## config.mk

```make
export PLATFORM = sky130hd
export DESIGN_NAME = keyword_lexer_stream_flat
export DESIGN_NICKNAME = d
export VERILOG_FILES = /design/src/sv/kls_pkg.sv /design/src/sv/kls_stream_if.sv /design/src/sv/kls_front.sv /design/src/sv/kls_back.sv /design/src/sv/keyword_lexer_stream.sv /design/src/flat_wrapper.sv
export SDC_FILE = /design/constraint.sdc
export NUM_CORES = 1
export LEC_CHECK = 0
export BUFFER_PORTS_ARGS = -buffer_cell sky130_fd_sc_hd__buf_2
export CORE_MARGIN = 3
export CORE_UTILIZATION = 57
export DETAILED_ROUTE_END_ITERATION = 10
export GPL_TIMING_DRIVEN = 0
export HOLD_SLACK_MARGIN = 0.08
export PLACE_DENSITY = 0.85
export SYNTH_ARGS = -nofsm -noshare
export SYNTH_HDL_FRONTEND = slang
export SYNTH_SLANG_ARGS = --single-unit
```

## constraint.sdc

```tcl
create_clock -name clock -period 7.18 [get_ports clock]
set_input_delay 1.077 -clock clock [delete_from_list [all_inputs] [get_ports clock]]
set_output_delay 1.077 -clock clock [all_outputs]
set_load 0.005 [all_outputs]
```

## src/sv/kls_pkg.sv

```systemverilog
// Shared types, constants and keyword tables of the keyword lexer.
`timescale 1ns / 1ps
`default_nettype none
package kls_pkg;

   localparam int KW_COUNT    = 7;
   localparam int KW_MAX      = 8;
   localparam int LEN_BITS    = 16;
   localparam int QUEUE_DEPTH = 4;
   localparam int QPTR_BITS   = 2;
   localparam int QCOUNT_BITS = 3;

   typedef enum logic [2:0] {
      TOK_VARIABLE = 3'd0,
      TOK_NUMBER   = 3'd1,
      TOK_OPERATOR = 3'd2,
      TOK_PUNCT    = 3'd3,
      TOK_STRING   = 3'd4,
      TOK_KEYWORD  = 3'd5
   } token_kind_type;

   typedef enum logic [2:0] {
      CLS_SEPARATOR = 3'd0,
      CLS_LETTER    = 3'd1,
      CLS_DIGIT     = 3'd2,
      CLS_OPERATOR  = 3'd3,
      CLS_PUNCT     = 3'd4,
      CLS_QUOTE     = 3'd5
   } char_class_type;

   typedef struct packed {
      logic           end_of_text;
      char_class_type cls;
      logic [7:0]     ch;
   } lex_item_type;

   typedef struct packed {
      logic pop;
      logic emit;
   } back_status_type;

   // Keyword text, left justified, zero padded.
   function automatic logic [8*KW_MAX-1:0] kw_word(input logic [2:0] k);
      logic [8*KW_MAX-1:0] w;
      case (k)
         3'd0:    w = "function";
         3'd1:    w = {"end", 40'h0};
         3'd2:    w = {"print", 24'h0};
         3'd3:    w = {"type", 32'h0};
         3'd4:    w = {"true", 32'h0};
         3'd5:    w = {"false", 24'h0};
         3'd6:    w = {"while", 24'h0};
         default: w = '0;
      endcase
      return w;
   endfunction

   function automatic logic [3:0] kw_len(input logic [2:0] k);
      logic [3:0] n;
      case (k)
         3'd0:    n = 4'd8;
         3'd1:    n = 4'd3;
         3'd2:    n = 4'd5;
         3'd3:    n = 4'd4;
         3'd4:    n = 4'd4;
         3'd5:    n = 4'd5;
         3'd6:    n = 4'd5;
         default: n = 4'd0;
      endcase
      return n;
   endfunction

   function automatic logic [7:0] kw_char(input logic [2:0] k, input logic [2:0] idx);
      logic [8*KW_MAX-1:0] w;
      logic [2:0]          sel;
      w   = kw_word(k);
      sel = 3'd7 - idx;
      return w[{sel, 3'b000} +: 8];
   endfunction

endpackage
`default_nettype wire

```

## src/sv/kls_stream_if.sv

```systemverilog
// Valid/ready channel interfaces for the lexer's character and token streams.
`timescale 1ns / 1ps
`default_nettype none
interface kls_req_if;
   logic       valid;
   logic       ready;
   logic [7:0] ch;
   logic       end_of_text;

   modport source (output valid, output ch, output end_of_text, input ready);
   modport sink   (input valid, input ch, input end_of_text, output ready);
endinterface

interface kls_rsp_if;
   logic        valid;
   logic        ready;
   logic [2:0]  token_kind;
   logic [2:0]  keyword_id;
   logic [7:0]  first_char;
   logic [15:0] token_start;
   logic [15:0] token_length;

   modport source (output valid, output token_kind, output keyword_id, output first_char,
                   output token_start, output token_length, input ready);
   modport sink   (input valid, input token_kind, input keyword_id, input first_char,
                   input token_start, input token_length, output ready);
endinterface
`default_nettype wire

```

## src/sv/kls_front.sv

```systemverilog
// Front end: accept character beats, classify them and queue them for the back end.
`timescale 1ns / 1ps
`default_nettype none
module kls_front (
   input  wire                       clock,
   input  wire                       reset,
   kls_req_if.sink                   req_stream,
   input  kls_pkg::back_status_type  status,
   output logic                      item_valid,
   output kls_pkg::lex_item_type     item
);
   import kls_pkg::*;

   lex_item_type               queue_ff [QUEUE_DEPTH];
   logic [QPTR_BITS-1:0]       wr_ptr_ff, wr_ptr_in;
   logic [QPTR_BITS-1:0]       rd_ptr_ff, rd_ptr_in;
   logic [QCOUNT_BITS-1:0]     count_ff, count_in;
   logic                       push;
   lex_item_type               new_item;
   char_class_type             cls;

   // Classify the incoming byte.
   always_comb begin
      cls = CLS_SEPARATOR;
      if ((req_stream.ch >= "a" && req_stream.ch <= "z") ||
          (req_stream.ch >= "A" && req_stream.ch <= "Z")) begin
         cls = CLS_LETTER;
      end else if (req_stream.ch >= "0" && req_stream.ch <= "9") begin
         cls = CLS_DIGIT;
      end else if (req_stream.ch inside {"-", "+", "*", "/", "%", ">", "<", "="}) begin
         cls = CLS_OPERATOR;
      end else if (req_stream.ch inside {"(", ")", "{", "}", "[", "]", ",", ";", ":"}) begin
         cls = CLS_PUNCT;
      end else if (req_stream.ch == 8'h22 || req_stream.ch == 8'h27) begin
         cls = CLS_QUOTE;
      end
   end

   assign new_item.end_of_text = req_stream.end_of_text;
   assign new_item.cls         = cls;
   assign new_item.ch          = req_stream.ch;

   assign req_stream.ready = (count_ff != QCOUNT_BITS'(QUEUE_DEPTH));
   assign push             = req_stream.valid && req_stream.ready;
   assign item_valid       = (count_ff != '0);
   assign item             = queue_ff[rd_ptr_ff];

   always_comb begin
      wr_ptr_in = push ? wr_ptr_ff + 1'b1 : wr_ptr_ff;
      rd_ptr_in = status.pop ? rd_ptr_ff + 1'b1 : rd_ptr_ff;
      count_in  = count_ff;
      if (push && !status.pop) begin
         count_in = count_ff + 1'b1;
      end else if (!push && status.pop) begin
         count_in = count_ff - 1'b1;
      end
   end

   always_ff @(posedge clock) begin
      if (reset) begin
         wr_ptr_ff <= '0;
         rd_ptr_ff <= '0;
         count_ff  <= '0;
      end else begin
         wr_ptr_ff <= wr_ptr_in;
         rd_ptr_ff <= rd_ptr_in;
         count_ff  <= count_in;
      end
   end

   always_ff @(posedge clock) begin
      if (push) begin
         queue_ff[wr_ptr_ff] <= new_item;
      end
   end

endmodule
`default_nettype wire

```

## src/sv/kls_back.sv

```systemverilog
// Back end: token state, keyword match and the registered token output.
`timescale 1ns / 1ps
`default_nettype none
module kls_back #(
   parameter int POSITION_BITS = 16
) (
   input  wire                       clock,
   input  wire                       reset,
   input  wire                       item_valid,
   input  kls_pkg::lex_item_type     item,
   output kls_pkg::back_status_type  status,
   kls_rsp_if.source                 rsp_stream
);
   import kls_pkg::*;

   localparam int WIDE_BITS = (POSITION_BITS > 16) ? POSITION_BITS : 16;

   logic                     in_string_ff, in_string_in;
   logic                     open_ff, open_in;
   token_kind_type           kind_ff, kind_in;
   logic [7:0]               first_ff, first_in;
   logic [LEN_BITS-1:0]      len_ff, len_in;
   logic [POSITION_BITS-1:0] start_ff, start_in;
   logic [POSITION_BITS-1:0] pos_ff, pos_in;
   logic [KW_COUNT-1:0]      match_ff, match_in;

   logic                     rsp_valid_ff, rsp_valid_in;
   token_kind_type           rsp_kind_ff;
   logic [2:0]               rsp_id_ff;
   logic [7:0]               rsp_first_ff;
   logic [15:0]              rsp_start_ff;
   logic [15:0]              rsp_len_ff;

   logic                     out_free, emit_req, pop, continue_run, is_quote;
   token_kind_type           item_kind;
   logic [POSITION_BITS-1:0] pos_next;
   logic [WIDE_BITS-1:0]     start_wide;
   logic [15:0]              start_sat;
   logic                     kw_hit;
   logic [2:0]               kw_id;
   logic [7:0]               app_first;
   logic [LEN_BITS-1:0]      app_len;
   logic [KW_COUNT-1:0]      app_match, init_match;

   assign is_quote = (item.cls == CLS_QUOTE);
   assign pos_next = (pos_ff == {POSITION_BITS{1'b1}}) ? pos_ff : pos_ff + 1'b1;

   always_comb begin
      case (item.cls)
         CLS_LETTER:   item_kind = TOK_VARIABLE;
         CLS_DIGIT:    item_kind = TOK_NUMBER;
         CLS_OPERATOR: item_kind = TOK_OPERATOR;
         CLS_PUNCT:    item_kind = TOK_PUNCT;
         default:      item_kind = TOK_STRING;
      endcase
   end

   assign continue_run = open_ff &&
                         (item.cls inside {CLS_LETTER, CLS_DIGIT, CLS_OPERATOR, CLS_PUNCT}) &&
                         (kind_ff == item_kind) &&
                         (item.cls != CLS_PUNCT || item.ch == first_ff);

   // Does this beat close the open token?
   always_comb begin
      if (item.end_of_text) begin
         emit_req = open_ff;
      end else if (in_string_ff) begin
         emit_req = is_quote && open_ff;
      end else begin
         emit_req = open_ff && !continue_run;
      end
   end

   assign out_free    = !rsp_valid_ff || rsp_stream.ready;
   assign pop         = item_valid && (!emit_req || out_free);
   assign status.pop  = pop;
   assign status.emit = emit_req;

   // Keyword detect on the open token; lowest index wins.
   always_comb begin
      kw_hit = 1'b0;
      kw_id  = '0;
      for (int k = KW_COUNT - 1; k >= 0; k--) begin
         if (match_ff[k] && len_ff == LEN_BITS'(kw_len(3'(k)))) begin
            kw_hit = 1'b1;
            kw_id  = 3'(k);
         end
      end
   end

   assign start_wide = WIDE_BITS'(start_ff);
   assign start_sat  = (start_wide > WIDE_BITS'(16'hFFFF)) ? 16'hFFFF : start_wide[15:0];

   // Append and start-of-token values.
   always_comb begin
      app_first = (len_ff == '0) ? item.ch : first_ff;
      app_len   = (len_ff == {LEN_BITS{1'b1}}) ? len_ff : len_ff + 1'b1;
      for (int k = 0; k < KW_COUNT; k++) begin
         app_match[k]  = match_ff[k];
         if (len_ff < LEN_BITS'(KW_MAX)) begin
            app_match[k] = match_ff[k] && (item.ch == kw_char(3'(k), len_ff[2:0]));
         end
         init_match[k] = (item.ch == kw_char(3'(k), 3'd0));
      end
   end

   always_comb begin
      in_string_in = in_string_ff;
      open_in      = open_ff;
      kind_in      = kind_ff;
      first_in     = first_ff;
      len_in       = len_ff;
      start_in     = start_ff;
      pos_in       = pos_ff;
      match_in     = match_ff;
      if (pop) begin
         pos_in = pos_next;
         if (item.end_of_text) begin
            in_string_in = 1'b0;
            open_in      = 1'b0;
            len_in       = '0;
            start_in     = '0;
            pos_in       = '0;
         end else if (in_string_ff) begin
            if (is_quote) begin
               in_string_in = 1'b0;
               open_in      = 1'b0;
            end else begin
               first_in = app_first;
               len_in   = app_len;
               match_in = app_match;
            end
         end else if (is_quote) begin
            in_string_in = 1'b1;
            open_in      = 1'b1;
            kind_in      = TOK_STRING;
            first_in     = '0;
            len_in       = '0;
            start_in     = pos_next;
         end else if (continue_run) begin
            first_in = app_first;
            len_in   = app_len;
            match_in = app_match;
         end else if (item.cls != CLS_SEPARATOR) begin
            open_in  = 1'b1;
            kind_in  = item_kind;
            first_in = item.ch;
            len_in   = LEN_BITS'(1);
            start_in = pos_ff;
            match_in = init_match;
         end else begin
            open_in = 1'b0;
         end
      end
   end

   always_comb begin
      rsp_valid_in = rsp_valid_ff && !rsp_stream.ready;
      if (pop && emit_req) begin
         rsp_valid_in = 1'b1;
      end
   end

   always_ff @(posedge clock) begin
      if (reset) begin
         in_string_ff <= 1'b0;
         open_ff      <= 1'b0;
         len_ff       <= '0;
         start_ff     <= '0;
         pos_ff       <= '0;
         rsp_valid_ff <= 1'b0;
      end else begin
         in_string_ff <= in_string_in;
         open_ff      <= open_in;
         len_ff       <= len_in;
         start_ff     <= start_in;
         pos_ff       <= pos_in;
         rsp_valid_ff <= rsp_valid_in;
      end
   end

   always_ff @(posedge clock) begin
      kind_ff  <= kind_in;
      first_ff <= first_in;
      match_ff <= match_in;
      if (pop && emit_req) begin
         rsp_kind_ff  <= (kind_ff == TOK_VARIABLE && kw_hit) ? TOK_KEYWORD : kind_ff;
         rsp_id_ff    <= (kind_ff == TOK_VARIABLE && kw_hit) ? kw_id : 3'd0;
         rsp_first_ff <= first_ff;
         rsp_start_ff <= start_sat;
         rsp_len_ff   <= len_ff;
      end
   end

   assign rsp_stream.valid        = rsp_valid_ff;
   assign rsp_stream.token_kind   = rsp_kind_ff;
   assign rsp_stream.keyword_id   = rsp_id_ff;
   assign rsp_stream.first_char   = rsp_first_ff;
   assign rsp_stream.token_start  = rsp_start_ff;
   assign rsp_stream.token_length = rsp_len_ff;

endmodule
`default_nettype wire

```

## src/sv/keyword_lexer_stream.sv

```systemverilog
// Top level of the streaming keyword lexer: front end, queue and back end.
//
// Usage
//  - req_stream carries one text byte per beat (ch), or an end marker
//    (end_of_text) that flushes any open token and restarts positions at 0.
//  - rsp_stream carries one token per beat: kind, keyword index, first
//    byte, start position and length (both saturating at 65535).
//  - The byte that closes a token is registered in the queue, then the
//    token is registered in the back end's output register and presented.
//  - Throughput, set by the back end's state update, is one byte per clock
//    unless a byte that closes a token waits on a stalled receiver; the
//    keyword match runs incrementally per byte.
//  - A four-entry queue sits between the front and back ends; the back end
//    holds a token in its output register while the receiver stalls and
//    keeps consuming bytes that close no token. Once the queue fills,
//    req_stream.ready drops.
//  - Reset empties the queue, drops any pending token and returns the
//    position counter, token start and length and open flags to zero.
`timescale 1ns / 1ps
`default_nettype none
module keyword_lexer_stream #(
   parameter int POSITION_BITS = 16
) (
   input  wire        clock,
   input  wire        reset,
   kls_req_if.sink    req_stream,
   kls_rsp_if.source  rsp_stream
);
   import kls_pkg::*;

   logic            item_valid;
   lex_item_type    item;
   back_status_type status;

   // Accept, classify and queue incoming bytes.
   kls_front u_front (
      .clock      (clock),
      .reset      (reset),
      .req_stream (req_stream),
      .status     (status),
      .item_valid (item_valid),
      .item       (item)
   );

   // Advance the token state and drive the output register.
   kls_back #(
      .POSITION_BITS (POSITION_BITS)
   ) u_back (
      .clock      (clock),
      .reset      (reset),
      .item_valid (item_valid),
      .item       (item),
      .status     (status),
      .rsp_stream (rsp_stream)
   );

   // A full queue always has a byte to offer the back end.
   a_full_not_empty: assert property (@(posedge clock) disable iff (reset)
      !req_stream.ready |-> item_valid)
      else $error("queue full while reporting empty");

   // A popped byte that closes a token must show a token next cycle.
   a_emit_shows: assert property (@(posedge clock) disable iff (reset)
      (status.pop && status.emit) |=> rsp_stream.valid)
      else $error("closed token not presented");

   // Never pop an emitting byte over a stalled output.
   a_no_overwrite: assert property (@(posedge clock) disable iff (reset)
      (rsp_stream.valid && !rsp_stream.ready && status.emit) |-> !status.pop)
      else $error("pending token overwritten");

   // Nothing is offered just after reset.
   a_reset_clean: assert property (@(posedge clock)
      reset |=> !rsp_stream.valid)
      else $error("token offered after reset");

endmodule
`default_nettype wire
```

## src/flat_wrapper.sv

```systemverilog
// flat-port wrapper written by rule: the top's interface ports become plain ports
module keyword_lexer_stream_flat import kls_pkg::*;
#(
   parameter int POSITION_BITS = 16
)
  (clock, reset, req_stream_valid, req_stream_ch, req_stream_end_of_text, req_stream_ready, rsp_stream_valid, rsp_stream_token_kind, rsp_stream_keyword_id, rsp_stream_first_char, rsp_stream_token_start, rsp_stream_token_length, rsp_stream_ready);
  kls_req_if req_stream_i ();
  kls_rsp_if rsp_stream_i ();
  input  wire clock;
  input  wire reset;
  input wire logic [$bits(req_stream_i.valid)-1:0] req_stream_valid;
  input wire logic [$bits(req_stream_i.ch)-1:0] req_stream_ch;
  input wire logic [$bits(req_stream_i.end_of_text)-1:0] req_stream_end_of_text;
  output wire logic [$bits(req_stream_i.ready)-1:0] req_stream_ready;
  output wire logic [$bits(rsp_stream_i.valid)-1:0] rsp_stream_valid;
  output wire logic [$bits(rsp_stream_i.token_kind)-1:0] rsp_stream_token_kind;
  output wire logic [$bits(rsp_stream_i.keyword_id)-1:0] rsp_stream_keyword_id;
  output wire logic [$bits(rsp_stream_i.first_char)-1:0] rsp_stream_first_char;
  output wire logic [$bits(rsp_stream_i.token_start)-1:0] rsp_stream_token_start;
  output wire logic [$bits(rsp_stream_i.token_length)-1:0] rsp_stream_token_length;
  input wire logic [$bits(rsp_stream_i.ready)-1:0] rsp_stream_ready;
  assign req_stream_i.valid = req_stream_valid;
  assign req_stream_i.ch = req_stream_ch;
  assign req_stream_i.end_of_text = req_stream_end_of_text;
  assign req_stream_ready = req_stream_i.ready;
  assign rsp_stream_valid = rsp_stream_i.valid;
  assign rsp_stream_token_kind = rsp_stream_i.token_kind;
  assign rsp_stream_keyword_id = rsp_stream_i.keyword_id;
  assign rsp_stream_first_char = rsp_stream_i.first_char;
  assign rsp_stream_token_start = rsp_stream_i.token_start;
  assign rsp_stream_token_length = rsp_stream_i.token_length;
  assign rsp_stream_i.ready = rsp_stream_ready;
  keyword_lexer_stream #(.POSITION_BITS(POSITION_BITS)) u_core (.clock(clock), .reset(reset), .req_stream(req_stream_i), .rsp_stream(rsp_stream_i));
endmodule
```

* Word-level counts from Yosys, hierarchy flattened
Memory sizes are Yosys's and may differ from the RTL's. A register that Yosys moved wholly into a read port is not among the register bits.
Cells that the tools add are included.
Widths: inputs -> output; s select.
** Cells by class
- Reduce and logical (&&, ||, !) cells :: 62
- Shift-type cells :: 7
- Bitwise logic cells :: 4
- Equality and inequality tests :: 52
- Multiplexer cells :: 79
- Order comparisons :: 8
- $add $sub $neg :: 7
** Operators by type and width (number)
- $mux 64 :: 7
- $shiftx 64x7->8 :: 7
- $mux 16 :: 14
- $eq 8x6->1 const B :: 15
- $eq 8x7->1 const B :: 9
- $eq 8x8->1 :: 8
- $mux 8 :: 6
- $mux 3 :: 12
- $mux 7 :: 5
- $add 16x1->16 const B :: 2
- $eq 16x16->1 const B :: 2
- $eq 16x3->1 const B :: 2
- $mux 1 :: 30
- $logic_and 1x1->1 :: 29
- $eq 16x2->1 const B :: 1
- $eq 16x4->1 const B :: 1
- $ge 8x7->1 const B :: 2
- $gt 16x16->1 const B :: 1
- $le 8x7->1 const B :: 2
- $logic_not 16->1 :: 1
- $lt 16x4->1 const B :: 1
- $pmux 3 s4 :: 1
- $reduce_and 4->1 :: 3
- $reduce_bool 3->1 :: 4
- 30 further kinds :: 54
** Word-level totals
- Output and inout port bits :: 48
- Input port bits :: 13
- Memories kept :: 1
- Memory bits (writable) :: 48
- Bits in registers :: 122
- Logic and storage cells :: 239
** Memory list
- u_core.u_front.queue_ff :: depth 4, width 12, read ports 1, clocked after Yosys merged registers in 1, write ports 1, RTL line kls_front.sv:14 : lex_item_type queue_ff [QUEUE_DEPTH];

* Logic depth before layout (Yosys ltp)
- Depth after elaboration :: 15
- Depth in mapped cells :: 15
- Mapped depth without buffers :: 12

* Hierarchy
A second synthesis with hierarchy kept.
** Second synthesis, totals
- Cell total of the unflattened synthesis :: 790
- Area, all modules :: 8530.7 um^2
** By module, submodules not included
- kls_back :: area an instance 6159.7 um^2, cells each 649, times used 1, sequential area each 2942.8 um^2
- kls_front :: area an instance 2371.0 um^2, cells each 141, times used 1, sequential area each 1621.6 um^2

* Worst setup path after synthesis
No wires, ideal clock.
- Path type :: reg-to-reg
- From :: register (tool-made name)
- To :: register u_core.u_back.rsp_first_ff[0] (netlist: u_core.u_back.rsp_stream.first_char[0]) (enable)
- Data required time :: 6772 ps
- Data arrival time :: 3363 ps
- Library setup time :: 408 ps
- Buffers on the path :: 1
- Cell stages (with the launch flop) :: 8
- Setup slack :: 3409 ps
- Clock period less this slack :: 3771 ps
- Cell sequence :: dfxtp_1 buf_6 mux4_2 or4b_1 o22ai_2 nor3_1 nor3_4 and4_1
** RTL lines
- to (signal assigned) :: RTL line kls_back.sv:189 : rsp_first_ff <= first_ff;
- to (decl) :: RTL line kls_back.sv:30 : logic [7:0] rsp_first_ff;

==> impl_metrics.env <==
export IMPL_grt_max_degree=32
export IMPL_layoutNonFillerInstCount=1165
export IMPL_diodes=0
export IMPL_syn_nets=889
export IMPL_synth_seq_cells=172
export IMPL_numPortBuffers=60
export IMPL_ir_drop_mv=0.2276
export IMPL_hold_viol_final=0
export IMPL_yosys_most_used_dff="edfxtp_1"
export IMPL_timing_setup_tns_ns=0
export IMPL_ys_types=71
export IMPL_cts_max_path_buffers=2
export IMPL_final_common_cell="edfxtp_1"
export IMPL_die_h_um=131.3
export IMPL_comb_power_share_pct=33.9
export IMPL_ant_nets=0
export IMPL_viasPerCell=6.312
export IMPL_fin_crit_sh_pct=59.06
export IMPL_drtIter0Drc=992
export IMPL_p_per_area_mw_per_mm2=344.7
export IMPL_critPathArrivalTime_ns=4.60
export IMPL_nets=969
export IMPL_slew_viol_final=0
export IMPL_cts_sinks=172
export IMPL_dp_cells=1133
export IMPL_route_met2_wl_um=10540
export IMPL_start_util_pct=58.61
export IMPL_drive_gt1_share_pct=14.99
export IMPL_seqPwrFrac_pct=36.7
export IMPL_track_usage_pct=25.10
export IMPL_globalplace_congestion=0.9684
export IMPL_clock_latency_ns=0.44
export IMPL_max_freq_mhz=235.8
export IMPL_min_path_type="reg2reg"
export IMPL_p_sw_uw=1241
export IMPL_worstSetupPathType="reg2reg"
export IMPL_switching_share_pct=35.30
export IMPL_syn2layout_area_growth_pct=14.06
export IMPL_cp_start_kind="flop"
export IMPL_critPathMaxFanout=10
export IMPL_tightest_slew_ns=0.9507
export IMPL_routedWlPerCell_um=18.53
export IMPL_die_x_um=131.3
export IMPL_synth_edff_count=112
export IMPL_firstDrtPassIters=6
export IMPL_wl_met1_um=8657
export IMPL_finalSetupViolCount=0
export IMPL_status="complete, no violations"
export IMPL_antenna_found_initial=0
export IMPL_cts_max_level=4
export IMPL_cp_end_kind="flop"
export IMPL_syn_avg_cell_area_um2=10.39
export IMPL_clock_root_buffer="clkbuf_16"
export IMPL_relSlewSlack_pct=36.20
export IMPL_power_internal_uw=2275
export IMPL_syn_area_mm2=0.008942
export IMPL_path_clk_slew_ns=0.07
export IMPL_hpwl_um=14780
export IMPL_yosys_warnings=0
export IMPL_die_area_mm2=0.01723
export IMPL_nFillCells=1173
export IMPL_maxCapViolCount=0
export IMPL_drt_total_wl_um=21590
export IMPL_pin_count=61
export IMPL_grt_pass1_wl_um=35110
export IMPL_power_share_clock_pct=29.3
export IMPL_grt_pass1_vias=6915
export IMPL_ctsResizeCount=0
export IMPL_postCtsSetupBuffers=0
export IMPL_crit_required_ns=7.54
export IMPL_coreArea_mm2=0.01526
export IMPL_top_layer="met4"
export IMPL_period_minus_slack_ns=4.240
export IMPL_layout_common_cells="edfxtp_1, nand2_1, buf_2"
export IMPL_yosysSeqAreaShare_pct=51.04
export IMPL_p_leak_uw=0.003582
export IMPL_rsz0062_at_grt="no"
export IMPL_syn_inst=861
export IMPL_cts_tree="built"
export IMPL_rows=45
export IMPL_overflow=0
export IMPL_numCtsBuffers=17
export IMPL_drc=0
export IMPL_fin_skew_ns=0.008595
export IMPL_wl_met3_um=1893
export IMPL_dr_total_vias=7354
export IMPL_ctsHoldBuffers=0
export IMPL_async_reset_ff_share_pct=0
## Yosys cell counts (19+ instances only)
| cell | number | area share [%] |
|---|---|---|
| clkbuf_1 | 35 | 1.5 |
| dfxtp_1 | 60 | 13 |
| nand3_1 | 34 | 1.9 |
| nor4_1 | 20 | 1.4 |
| edfxtp_1 | 112 | 38 |
| o21ai_0 | 44 | 2.5 |
| xor2_1 | 19 | 1.9 |
| a21oi_1 | 55 | 3.1 |
| mux2i_1 | 25 | 2.8 |
| nor3_1 | 24 | 1.3 |
| nor2_1 | 67 | 2.8 |
| nand2_1 | 79 | 3.3 |
| xnor2_1 | 23 | 2.3 |
## registers in the layout, indices dropped and copies added (netlist names), named ones only
register	flops
u_core.u_back.rsp_stream.token_length	16
u_core.u_back.rsp_stream.keyword_id	3
u_core.u_back.len_ff	16
u_core.u_back.rsp_stream.token_start	16
u_core.u_back.rsp_stream.valid	1
u_core.u_back.open_ff	1
u_core.u_back.in_string_ff	1
u_core.u_front.wr_ptr_ff	2
u_core.u_back.rsp_stream.first_char	8
u_core.u_back.start_ff	16
u_core.u_back.match_ff	7
u_core.u_back.kind_ff	3
u_core.u_front.queue_ff	48
u_core.u_front.count_ff	3
u_core.u_back.first_ff	8
u_core.u_back.pos_ff	16
u_core.u_back.rsp_stream.token_kind	3
u_core.u_front.rd_ptr_ff	2
## critical path: stages, from the launching register on
cell      delay, ns
dfxtp_1        0.34
buf_6          0.19
mux4_2         0.56
clkbuf_1       0.25
nor2_1         0.21
nand2_1        0.14
a211oi_1       0.54
nor3_4         0.15
inv_2          0.18
buf_2          0.26
ha_1           0.23
inv_1          0.07
fa_1           0.38
xor2_1         0.18
or3_1          0.31
a21oi_1        0.17
## routing by layer
metal  up-vias  global-route usage, %
met5         -                      0
met4         0                  8.285
met3        56                  5.398
met2       396                  41.94
met1      3487                  32.85
li1       3415                      -
## cell type report
cell class                 instances  area [um^2]  share of cell area [%]
sequential                       172         4564                   44.75
multi-input combinational        617         4076                   39.97
clock buffer                      18        439.2                   4.306
timing repair buffer              61        320.3                   3.140
tap                              211        264.0                   2.588
clock inverter                    14        232.7                   2.282
buffer                            52        227.7                   2.233
inverter                          20        75.07                  0.7360
## power by group through the flow
stage / logic [uW] / clock network (uW) / registers (uW)
floorplan: 851 / 0 / 1290
global placement: 1120 / 0 / 1310
detailed placement: 1150 / 0 / 1310
CTS: 1170 / 1040 / 1290
global route: 1300 / 1080 / 1300
finish: 1190 / 1030 / 1290
## cell families (layout without fill, tap and decap cells)
group / count (synthesis) / after routing / share of synthesized area, %
AOI/OAI and AO/OA: 195 / 195 / 14.06
adders and majority gates: 15 / 15 / 2.183
DFF: 172 / 172 / 51.04
muxes: 45 / 45 / 6.828
buffers and inverters: 72 / 165 / 3.386
and+or+nand+nor: 320 / 320 / 18.39
xor gates and xnor gates: 42 / 42 / 4.114
## worst paths after layout
kind	start	endpoint	slack, ns	cells after the start
max	flop	u_core.u_front.count_ff[2]	2.94	15
min	u_core.u_back.len_ff[11]	u_core.u_back.rsp_stream.token_length[11]	0.43	0
max reg2reg	flop	u_core.u_front.count_ff[2]	2.94	15
min reg2reg	u_core.u_back.len_ff[11]	u_core.u_back.rsp_stream.token_length[11]	0.43	0
## metrics by stage
stage               setup slack, ns  hold WS, ns  total power, uW  util (%)  cell area (um^2)
floorplan                     3.409       0.4005             2140         -              8942
finish                        2.940       0.4289             3516     66.85             10200
detailed placement            2.927       0.4136             2463     62.44              9528
CTS                           2.988       0.4290             3499     66.85             10200
global route                  2.678       0.4354             3679     66.85             10200
global placement              2.552       0.4111             2424     62.30              9507
Power figures use the tool's default switching activity.
